File: src/rtl/core/assert_macros.svh
// Assertion helpers shared by the RTL. Synthesis sees empty bodies.
`ifndef ASSERT_MACROS_SVH
`define ASSERT_MACROS_SVH

`ifndef SYNTHESIS

// Clocked check that is switched off while reset is asserted.
`define DG_ASSERT(lbl, clk, rstn, prop) \
    lbl: assert property (@(posedge clk) disable iff (!rstn) prop) \
        else $error("%m: assertion failed");

// Clocked check that also holds through reset.
`define DG_ASSERT_ALWAYS(lbl, clk, prop) \
    lbl: assert property (@(posedge clk) prop) \
        else $error("%m: assertion failed");

`else

`define DG_ASSERT(lbl, clk, rstn, prop)
`define DG_ASSERT_ALWAYS(lbl, clk, prop)

`endif

`endif

File: src/rtl/core/dgpio_pkg.sv
package dgpio_pkg;

    localparam int DATA_W            = 32;
    localparam int CNT_W             = 6;
    localparam int PIN_WIDTH_DEFAULT = 32;
    localparam int PIN_WIDTH_MAX     = 32;

    localparam int ACT_W  = 2;
    localparam int IDX_W  = 4;
    localparam int CFG_IDX_W = 1;

    // Stream packing.
    localparam int S_TUSER_W = ACT_W + IDX_W;
    localparam int S_TDATA_W = 5 * DATA_W;
    localparam int M_TDATA_W = ((2 * DATA_W + 1 + 7) / 8) * 8;
    localparam int M_PAD_W   = M_TDATA_W - 2 * DATA_W - 1;

    localparam logic [CNT_W-1:0] COUNT_RESET = CNT_W'(32);

    // Access kinds.
    localparam logic [ACT_W-1:0] ACT_NONE  = 2'd0;
    localparam logic [ACT_W-1:0] ACT_READ  = 2'd1;
    localparam logic [ACT_W-1:0] ACT_WRITE = 2'd2;

    // Register map, word indexes.
    localparam logic [IDX_W-1:0] REG_CFG      = 4'd0;
    localparam logic [IDX_W-1:0] REG_OUT      = 4'd1;
    localparam logic [IDX_W-1:0] REG_OUTFAULT = 4'd2;
    localparam logic [IDX_W-1:0] REG_LOOP     = 4'd3;
    localparam logic [IDX_W-1:0] REG_IN       = 4'd4;
    localparam logic [IDX_W-1:0] REG_RISE     = 4'd5;
    localparam logic [IDX_W-1:0] REG_FALL     = 4'd6;
    localparam logic [IDX_W-1:0] REG_STATUS   = 4'd7;
    localparam logic [IDX_W-1:0] REG_INFAULT  = 4'd8;

    // Configuration register indexes.
    localparam logic [CFG_IDX_W-1:0] CFG_INPUT_COUNT  = 1'b0;
    localparam logic [CFG_IDX_W-1:0] CFG_OUTPUT_COUNT = 1'b1;

    typedef struct packed {
        logic [ACT_W-1:0]  action;
        logic [IDX_W-1:0]  reg_index;
        logic [DATA_W-1:0] write_data;
        logic [DATA_W-1:0] pin_levels;
        logic [DATA_W-1:0] loopback_levels;
        logic [DATA_W-1:0] output_faults;
        logic [DATA_W-1:0] input_faults;
    } item_t;

    typedef struct packed {
        logic [DATA_W-1:0] read_data;
        logic [DATA_W-1:0] drive_levels;
        logic              irq;
        logic              bad_address;
    } result_t;

    typedef struct packed {
        logic [CNT_W-1:0] input_pin_count;
        logic [CNT_W-1:0] output_pin_count;
    } pin_counts_t;

endpackage

File: src/rtl/core/dgpio_in_stage.sv
module dgpio_in_stage (
    input  logic            aclk,
    input  logic            aresetn,
    input  logic            in_valid,
    output logic            in_ready,
    input  dgpio_pkg::item_t in_item,
    output logic            item_valid,
    output dgpio_pkg::item_t item,
    input  logic            advance
);
    import dgpio_pkg::*;

    logic  valid_reg;
    logic  valid_next;
    item_t item_reg;
    logic  load;

    // The stage can refill in the same cycle its beat moves on.
    assign in_ready = !valid_reg || advance;
    assign load     = in_valid && in_ready;

    always_comb begin
        valid_next = valid_reg;
        if (load) begin
            valid_next = 1'b1;
        end else if (advance) begin
            valid_next = 1'b0;
        end
    end

    always_ff @(posedge aclk) begin
        if (!aresetn) begin
            valid_reg <= 1'b0;
        end else begin
            valid_reg <= valid_next;
        end
    end

    always_ff @(posedge aclk) begin
        if (load) begin
            item_reg <= in_item;
        end
    end

    assign item_valid = valid_reg;
    assign item       = item_reg;

endmodule

File: src/rtl/core/dgpio_core.sv
`include "assert_macros.svh"

module dgpio_core #(
    parameter int PIN_WIDTH = dgpio_pkg::PIN_WIDTH_DEFAULT
) (
    input  logic                   aclk,
    input  logic                   aresetn,
    input  logic                   item_valid,
    input  dgpio_pkg::item_t       item,
    output logic                   advance,
    input  dgpio_pkg::pin_counts_t counts,
    output logic                   out_valid,
    input  logic                   out_ready,
    output dgpio_pkg::result_t     result
);
    import dgpio_pkg::*;

    logic [PIN_WIDTH-1:0] latch_reg,  latch_next;
    logic [PIN_WIDTH-1:0] rise_reg,   rise_next;
    logic [PIN_WIDTH-1:0] fall_reg,   fall_next;
    logic [PIN_WIDTH-1:0] status_reg, status_next;
    logic [PIN_WIDTH-1:0] prev_reg;

    logic [PIN_WIDTH-1:0] imask, omask;
    logic [PIN_WIDTH-1:0] data, pins, loop, ofault, ifault;
    logic [PIN_WIDTH-1:0] clear_bits, rise_edges, fall_edges;
    logic                 is_access, bad, wr_en, rd_en;
    logic [DATA_W-1:0]    rd_word;

    result_t out_reg, out_next;
    logic    out_valid_reg, out_valid_next;

    // An item moves through when the result register is free or being drained.
    assign advance = item_valid && (!out_valid_reg || out_ready);

    assign data   = item.write_data[PIN_WIDTH-1:0];
    assign pins   = item.pin_levels[PIN_WIDTH-1:0];
    assign loop   = item.loopback_levels[PIN_WIDTH-1:0];
    assign ofault = item.output_faults[PIN_WIDTH-1:0];
    assign ifault = item.input_faults[PIN_WIDTH-1:0];

    // Pin masks: the low count bits set, capped at the pin width.
    always_comb begin
        for (int i = 0; i < PIN_WIDTH; i++) begin
            imask[i] = CNT_W'(i) < counts.input_pin_count;
            omask[i] = CNT_W'(i) < counts.output_pin_count;
        end
    end

    assign is_access = (item.action == ACT_READ) || (item.action == ACT_WRITE);
    assign bad       = is_access && (item.reg_index > REG_INFAULT);
    assign wr_en     = (item.action == ACT_WRITE) && !bad;
    assign rd_en     = (item.action == ACT_READ) && !bad;

    // Reads see the registers as they stood before this item's update.
    always_comb begin
        unique case (item.reg_index)
            REG_CFG: begin
                rd_word = DATA_W'({counts.output_pin_count, 2'b00,
                                   counts.input_pin_count});
            end
            REG_OUT:      rd_word = DATA_W'(latch_reg);
            REG_OUTFAULT: rd_word = DATA_W'(ofault);
            REG_LOOP:     rd_word = DATA_W'(loop);
            REG_IN:       rd_word = DATA_W'(pins);
            REG_RISE:     rd_word = DATA_W'(rise_reg);
            REG_FALL:     rd_word = DATA_W'(fall_reg);
            REG_STATUS:   rd_word = DATA_W'(status_reg);
            REG_INFAULT:  rd_word = DATA_W'(ifault);
            default:      rd_word = '0;
        endcase
    end

    always_comb begin
        latch_next = latch_reg;
        rise_next  = rise_reg;
        fall_next  = fall_reg;
        clear_bits = '0;
        if (wr_en) begin
            if (item.reg_index == REG_OUT) begin
                latch_next = data & omask;
            end
            if (item.reg_index == REG_RISE) begin
                rise_next = data;
            end
            if (item.reg_index == REG_FALL) begin
                fall_next = data;
            end
            if (item.reg_index == REG_STATUS) begin
                clear_bits = data;
            end
        end
        // Edges use the enables as written by this same item, and a new edge
        // wins over a clear of the same bit.
        rise_edges  = pins & ~prev_reg;
        fall_edges  = ~pins & prev_reg;
        status_next = (status_reg & ~clear_bits)
                    | (((rise_edges & rise_next) | (fall_edges & fall_next)) & imask);
    end

    always_comb begin
        out_next.read_data    = rd_en ? rd_word : '0;
        out_next.drive_levels = DATA_W'(latch_next);
        out_next.irq          = |status_next;
        out_next.bad_address  = bad;

        out_valid_next = out_valid_reg;
        if (advance) begin
            out_valid_next = 1'b1;
        end else if (out_ready) begin
            out_valid_next = 1'b0;
        end
    end

    always_ff @(posedge aclk) begin
        if (!aresetn) begin
            latch_reg     <= '0;
            rise_reg      <= '0;
            fall_reg      <= '0;
            status_reg    <= '0;
            prev_reg      <= '0;
            out_valid_reg <= 1'b0;
        end else begin
            out_valid_reg <= out_valid_next;
            if (advance) begin
                latch_reg  <= latch_next;
                rise_reg   <= rise_next;
                fall_reg   <= fall_next;
                status_reg <= status_next;
                prev_reg   <= pins;
            end
        end
    end

    always_ff @(posedge aclk) begin
        if (advance) begin
            out_reg <= out_next;
        end
    end

    assign out_valid = out_valid_reg;
    assign result    = out_reg;

    `DG_ASSERT(a_irq_tracks_status, aclk, aresetn, out_valid_reg |-> (out_reg.irq == (status_reg != '0)))
    `DG_ASSERT(a_drive_tracks_latch, aclk, aresetn, out_valid_reg |-> (out_reg.drive_levels == DATA_W'(latch_reg)))
    `DG_ASSERT(a_bad_reads_zero, aclk, aresetn, (out_valid_reg && out_reg.bad_address) |-> (out_reg.read_data == '0))
    `DG_ASSERT(a_state_holds, aclk, aresetn, !advance |=> ($stable(status_reg) && $stable(latch_reg)))
    `DG_ASSERT_ALWAYS(a_reset_empties, aclk, !aresetn |=> !out_valid_reg)

endmodule

File: src/rtl/core/discrete_gpio_edge_irq.sv
// An accepted beat is registered in the input stage, then in the result register.
// Throughput: one beat per cycle; an input register and a result register
// carry the stream, and both stages move together whenever the result is taken.
// Reset: aresetn is synchronous and active low; it empties both stages, clears
// the output latch, the edge enables, the status and the previous sample, and
// sets both pin counts to 32.
module discrete_gpio_edge_irq #(
    parameter int PIN_WIDTH = dgpio_pkg::PIN_WIDTH_DEFAULT
) (
    input  logic                              aclk,
    input  logic                              aresetn,

    // Input stream, one beat per ready clock, of pin samples and an optional access.
    input  logic                              s_tvalid,
    output logic                              s_tready,
    // From bit 0: write_data, pin_levels, loopback_levels, output_faults,
    // input_faults, 32 bits each.
    input  logic [dgpio_pkg::S_TDATA_W-1:0]   s_tdata,
    // From bit 0: action (2 bits), reg_index (4 bits).
    input  logic [dgpio_pkg::S_TUSER_W-1:0]   s_tuser,

    // Result stream.
    output logic                              m_tvalid,
    input  logic                              m_tready,
    // From bit 0: read_data (32), drive_levels (32), irq (1), zero padding.
    output logic [dgpio_pkg::M_TDATA_W-1:0]   m_tdata,
    // Bit 0: bad_address.
    output logic                              m_tuser,

    // Configuration writes; only issued while the block is idle.
    input  logic                              cfg_valid,
    output logic                              cfg_ready,
    input  logic [dgpio_pkg::CFG_IDX_W-1:0]   cfg_index,
    input  logic [dgpio_pkg::CNT_W-1:0]       cfg_data
);
    import dgpio_pkg::*;

    item_t       in_item;
    item_t       item;
    logic        item_valid;
    logic        advance;
    result_t     result;
    pin_counts_t counts_reg;
    pin_counts_t counts_next;

    // Unpack the input beat into the item fields.
    assign in_item.action          = s_tuser[ACT_W-1:0];
    assign in_item.reg_index       = s_tuser[ACT_W+IDX_W-1:ACT_W];
    assign in_item.write_data      = s_tdata[DATA_W-1:0];
    assign in_item.pin_levels      = s_tdata[2*DATA_W-1:DATA_W];
    assign in_item.loopback_levels = s_tdata[3*DATA_W-1:2*DATA_W];
    assign in_item.output_faults   = s_tdata[4*DATA_W-1:3*DATA_W];
    assign in_item.input_faults    = s_tdata[5*DATA_W-1:4*DATA_W];

    // The pin counts are plain registers; a write is always taken at once.
    assign cfg_ready = 1'b1;

    always_comb begin
        counts_next = counts_reg;
        if (cfg_valid) begin
            unique case (cfg_index)
                CFG_INPUT_COUNT:  counts_next.input_pin_count  = cfg_data;
                CFG_OUTPUT_COUNT: counts_next.output_pin_count = cfg_data;
                default:          counts_next = counts_reg;
            endcase
        end
    end

    always_ff @(posedge aclk) begin
        if (!aresetn) begin
            counts_reg.input_pin_count  <= COUNT_RESET;
            counts_reg.output_pin_count <= COUNT_RESET;
        end else begin
            counts_reg <= counts_next;
        end
    end

    // First stage: registers the accepted beat.
    dgpio_in_stage u_in_stage (
        .aclk       (aclk),
        .aresetn    (aresetn),
        .in_valid   (s_tvalid),
        .in_ready   (s_tready),
        .in_item    (in_item),
        .item_valid (item_valid),
        .item       (item),
        .advance    (advance)
    );

    // Second stage: register file, edge detection and the result register.
    dgpio_core #(
        .PIN_WIDTH (PIN_WIDTH)
    ) u_core (
        .aclk       (aclk),
        .aresetn    (aresetn),
        .item_valid (item_valid),
        .item       (item),
        .advance    (advance),
        .counts     (counts_reg),
        .out_valid  (m_tvalid),
        .out_ready  (m_tready),
        .result     (result)
    );

    // Pack the result beat.
    assign m_tdata = {{M_PAD_W{1'b0}}, result.irq, result.drive_levels, result.read_data};
    assign m_tuser = result.bad_address;

endmodule

File: config.mk
export PLATFORM = sky130hd
export DESIGN_NAME = discrete_gpio_edge_irq
export DESIGN_NICKNAME = d
export VERILOG_FILES = /design/src/rtl/core/dgpio_pkg.sv /design/src/rtl/core/dgpio_in_stage.sv /design/src/rtl/core/dgpio_core.sv /design/src/rtl/core/discrete_gpio_edge_irq.sv
export VERILOG_INCLUDE_DIRS = /design/src /design/src/rtl/core
export SDC_FILE = /design/constraint.sdc
export NUM_CORES = 1
export LEC_CHECK = 0
export BUFFER_PORTS_ARGS = -buffer_cell sky130_fd_sc_hd__buf_2
export CORE_ASPECT_RATIO = 1.25
export CORE_MARGIN = 5
export CORE_UTILIZATION = 50
export CTS_CLUSTER_SIZE = 10
export DETAILED_ROUTE_END_ITERATION = 10
export GPL_TIMING_DRIVEN = 0
export PLACE_DENSITY = 0.69
export SLEW_MARGIN = 0
export SYNTH_ARGS = -nofsm -noshare
export SYNTH_HDL_FRONTEND = slang
export SYNTH_SLANG_ARGS = --single-unit
File: constraint.sdc
create_clock -name aclk -period 5.6 [get_ports aclk]
set_clock_uncertainty 0.2 [all_clocks]
set_input_delay 0.28 -clock aclk [delete_from_list [all_inputs] [get_ports aclk]]
set_output_delay 0.28 -clock aclk [all_outputs]
set_load 0.05 [all_outputs]
# ---- Word-level counts from Yosys, hierarchy flattened
# Cells that the tools add are included.
dict set report op_classes {
  muxes 13
  reduce_logical 17
  bitwise_logic 13
  eq_ne 10
  magnitude_cmp 65
}
# cell n
set ops {}
lappend ops {{case mux 32 bit (9 select lines)} 1}
lappend ops {{2-to-1 mux 32 bit} 8}
lappend ops {{bitwise AND 32 bit} 7}
lappend ops {{less-than comparator 5 x 6 -> 1 bit (first input constant)} 32}
lappend ops {{less-than comparator 4 x 6 -> 1 bit (first input constant)} 16}
lappend ops {{NOT 32 bit} 3}
lappend ops {{OR 32 bit} 2}
lappend ops {{less-than comparator 3 x 6 -> 1 bit (first input constant)} 8}
lappend ops {{OR reduction 32 bit} 1}
lappend ops {{less-than comparator 1 x 6 -> 1 bit (first input constant)} 4}
lappend ops {{less-than comparator 2 x 6 -> 1 bit (first input constant)} 4}
lappend ops {{equality test 4 x 3 -> 1 bit (second input constant)} 4}
lappend ops {{equality test 4 x 2 -> 1 bit (second input constant)} 2}
lappend ops {{logical AND 1 bit} 5}
lappend ops {{equality test 4 x 1 -> 1 bit (second input constant)} 1}
lappend ops {{equality test 4 bit (second input constant)} 1}
lappend ops {{greater-than comparator 4 bit (second input constant)} 1}
lappend ops {{logical NOT 4 bit} 1}
lappend ops {{2-to-1 mux 1 bit} 4}
lappend ops {{AND reduction 2 bit} 2}
lappend ops {{nonzero test 2 bit} 2}
lappend ops {{logical NOT 1 bit} 3}
lappend ops {{logical OR 1 bit} 3}
lappend ops {{equality test 2 x 1 -> 1 bit (second input constant)} 1}
lappend ops {{other kinds (2)} 2}
dict set report word_totals {
  reg_bits 406
  in_bits 178
  wordCells 138
  output_inout_bits 76
}

# ---- Depth between registers and ports, before layout
dict set report logic_depth {
  ltp_word 11
  ltp_mapped 11
  ltp_nobuf 9
}

# ---- By module
# A second synthesis with hierarchy kept.
dict set report hier_totals {
  cells_unflattened 1647
  area_unflattened_um2 17448.0
}
# mod n_inst area_each_um2 seq_area_each_um2 cells_each
set modules_own_cells {}
lappend modules_own_cells {dgpio_core 1 11851.4 5205.0 1417}
lappend modules_own_cells {dgpio_in_stage 1 5042.3 5004.8 171}
lappend modules_own_cells {discrete_gpio_edge_irq 1 554.3 240.2 59}

# ---- Least setup slack after synthesis
# No wires, ideal clock.
dict set report synth_timing {
  path_kind {reg-to-reg}
  start {register u_core.out_valid_reg, in the netlist u_core.out_valid}
  end {register u_in_stage.item_reg, in the netlist u_in_stage.item[0], enable pin}
  synth_period_minus_slack_ps 5677
  required_time_ps 4855
  path_stages_with_launch 4
  t_arrival_ps 4932
  path_slack_ps -77
  n_path_buf 0
  setup_time_ps 545
  path_cell_list {dfxtp_1 nor2b_1 nand2_1 and2_1}
}
dict set report synth_via {
  elab_chain_len 5
}
# item line
set synth_rtl {}
lappend synth_rtl {{start: declaration} dgpio_core.sv:31} ;# logic out_valid_reg, out_valid_next;
lappend synth_rtl {{start signal: assignment} dgpio_core.sv:124} ;# out_valid_reg <= out_valid_next;
lappend synth_rtl {{logical NOT 1 bit} dgpio_core.sv:34} ;# assign advance = item_valid && (!out_valid_reg || out_ready);
lappend synth_rtl {{logical OR 1 bit} dgpio_core.sv:34}
lappend synth_rtl {{logical AND 1 bit} dgpio_core.sv:34}
lappend synth_rtl {{logical OR 1 bit} dgpio_in_stage.sv:19} ;# assign in_ready = !valid_reg || advance;
lappend synth_rtl {{net s_tready} discrete_gpio_edge_irq.sv:15} ;# output logic s_tready,
lappend synth_rtl {{logical AND 1 bit} dgpio_in_stage.sv:20} ;# assign load = in_valid && in_ready;
lappend synth_rtl {{net u_in_stage.load} dgpio_in_stage.sv:16} ;# logic load;
lappend synth_rtl {{end signal: assignment} dgpio_in_stage.sv:41} ;# item_reg <= in_item;
lappend synth_rtl {{end: declaration} dgpio_in_stage.sv:15} ;# item_t item_reg;
# The timed path passes the listed nets, and every way through them passes these cells.
# A chain may end at the register's enable or synchronous reset.

==> run metrics <==
leading cell types in the layout, fill and taps excluded nand2_1 (368), buf_2 (255), edfxtp_1 (232); final worst setup slack roughly 1400 ps; NumNets Final 2324; Final Hold Viols 0; number of nets with antenna violations after routing 0; Placed Instances between 2k and 2.5k; CTS tree built; Clock Tree Root clkbuf_16; IO Count 254; fillers roughly 2.8k; synthesized instance count about 1.7k; GPL Wtd Cong 1.01; share of post-route cells with drive strength above 1 between 15 and 20%; worst path cell trace inv_1, ha_1, nand3b_4, nor2_2, buf_6, mux2_1, a222oi_1, nand4_1, nor3_1, nand4_1; I/O Buffers roughly 240; max-cap violation count 0; fin cells 2650; Worst-Margin Slew 1200 ps; Crit path top cell by count nand4_1; clock share of power 41.0%; WL final between 70 and 80 mm; commonest non-fill, non-tap cell in the layout nand2_1; Die ar. between 0.03 and 0.04 mm²; ys async rst share 0%; slew margin rel. around a fifth; Initial Utilization 50.9%; fmax roughly 0.24 GHz; Sink Count 406; DR vias/cell 6.23; cts bufs inserted 47; EDFF count, synth 232; Post-Syn Area 0.0176 mm²; kind of end point of the critical path flop; Skew-Pair Late Insertion Delay 570 ps; deepest clock path buffer count 3; global-route wire length before repair 105 mm; Peak VDD IR 262 µV; flip-flop count of the largest register after layout 166; Slowest-stage cell, CP a222oi_1; HP Class input pin to flop; Final Cycle Share between 70 and 80%; detailed placement HPWL 48.7 mm; largest cells by area after synthesis edfxtp_1 (40%), dfxtp_1 (20%), nand2_1 (7.8%); Yosys reg bits about 400; Place WS 1720 ps; Layout area overhead 29.2%; DIE HEIGHT around 220 µm; setup tns final 0 ps; synth unique cells 68; status finished, final reports clean; power density over the cells slightly above 300 mW/mm²; post-layout min period between 4000 and 5000 ps; P_leak 0.00813 µW; # DRC 0; Worst EP required about 5700 ps; clock transition at the registers of the reported paths 60 ps; WHS between 100 and 150 ps; Pint 5220 µW; Overall Global Routing Usage between 30% and 40%; area of the multi-input gates 0.00656 mm²; die width 178 µm; Sequential Power Share 48.4%; WL/cell 27.5 µm; pin count of the biggest net entering global routing 73; CP Class flop to flop; CP max stage delay 920 ps; register area 0.0105 mm²; vias in the first global route 16.3k; final setup fails 0; H-Tree Depth 2; combinational share of power 10.6%; Ys Warns 0; RSZ-0062 raised after global routing no; TritonRoute pass-1 iters 6; row count 76; core area 0.0346 mm²; DRT iter0 DRCs 1985; GRT overflow 0; post-synthesis sequential area ratio 59.4%; Synth top area share 39.6%; Net Switching ~1800 µW; cell taking the most area after synthesis edfxtp_1; vias between 15k and 20k; Finished Core Util 65.7%; max-slew violation count 0; data arrival time of the critical path roughly 4200 ps; sw frac approximately 26%; main flop type after synthesis edfxtp_1; Mean Syn Cell Area 10.6 µm²; initial antenna violation count 0; crit-path max FO 10; crit start category flop
## cells by family after synthesis
family	after synthesis	share of synthesized area, %
other cells	2	0.0427
fa+ha+maj	2	0.142
mux	66	4.08
simple gates	617	16.0
buf+inv	139	3.52
flops	406	59.4
compound gates	428	16.8
## worst paths after layout
kind | endpoint | slack (ps) | startpoint | cells past startpoint
max | u_core.result[1]$_DFFE_PP_ | 1430 | u_in_stage.item[164]$_DFFE_PP_ | 10
min | counts_reg[5]$_SDFFE_PN1P_ | 120 | cfg_valid | 4
max reg2reg | u_core.result[1]$_DFFE_PP_ | 1430 | u_in_stage.item[164]$_DFFE_PP_ | 10
min reg2reg | u_core.prev_reg[11]$_SDFFE_PN0P_ | 260 | u_core.prev_reg[11]$_SDFFE_PN0P_ | 2
## metal layers
layer  track usage (%)  share of wire, %  up-vias  routed length [µm]
li1                  -                 -     7124                   -
met1              43.4                35     7934               25800
met2              60.2                47     1144               34200
met3              9.76                11      296                8010
met4              21.5               6.8        0                4970
met5                 0                 0        -                   0
## critical path: cells and delay by family, from the launching register on
kind | cells | cell delay (ps)
DFF | 1 | 390
muxes | 1 | 340
and+or+nand+nor | 5 | 1380
adders and majority gates | 1 | 280
AOI/OAI and AO/OA | 1 | 920
buffers and inverters | 2 | 340
## power groups by stage
| stage | sequential [µW] | clock, µW | combinational (µW) |
|---|---|---|---|
| final | 3400 | 2870 | 744 |
| after floorplan | 3510 | 0 | 276 |
| after global placement | 3460 | 0 | 604 |
| after CTS | 3390 | 2870 | 722 |
| after global routing | 3410 | 3010 | 774 |
| after detailed placement | 3450 | 0 | 620 |
## synth_stat cells, drive strengths merged (19+ instances only)
master and instances:
nand3 38, a22oi 41, mux2i 23, nor3b 27, a211oi 40, a21oi 164, mux2 43, o21ai 22
dfxtp 174, a22o 41, nor2 79, buf 32, edfxtp 232, clkbuf 99, a31oi 19, nand2 368
nor3 20, a221oi 30, a222oi 20
## repair_timing
item | CTS | global route
buffers inserted | 0 | 0
gates resized for setup | 0 | 0
hold buffers | 183 | 0
hold endpoints to repair | 180 | 0
## metrics by stage
stage,power (µW),instance area [µm²]
6_report,7010,22700
5_1_grt,7190,22700
4_1_cts,6980,22700
3_5_place_dp,4070,19500
3_3_place_gp,4060,19400
2_1_floorplan,3780,17600
## layout make-up
| cell class | count | share of cell area, % |
|---|---|---|
| Timing Repair Buffer | 429 | 13.8 |
| Multi-Input combinational cell | 1121 | 28.8 |
| Clock buffer | 85 | 6.12 |
| Tap cell | 468 | 2.57 |
| Buffer | 131 | 2.61 |
| Sequential cell | 406 | 45.9 |
| Clock inverter | 1 | 0.0220 |
| Inverter | 8 | 0.132 |
| Antenna cell | 1 | 0.0110 |
Note: power is estimated with default switching activity, not from simulation.
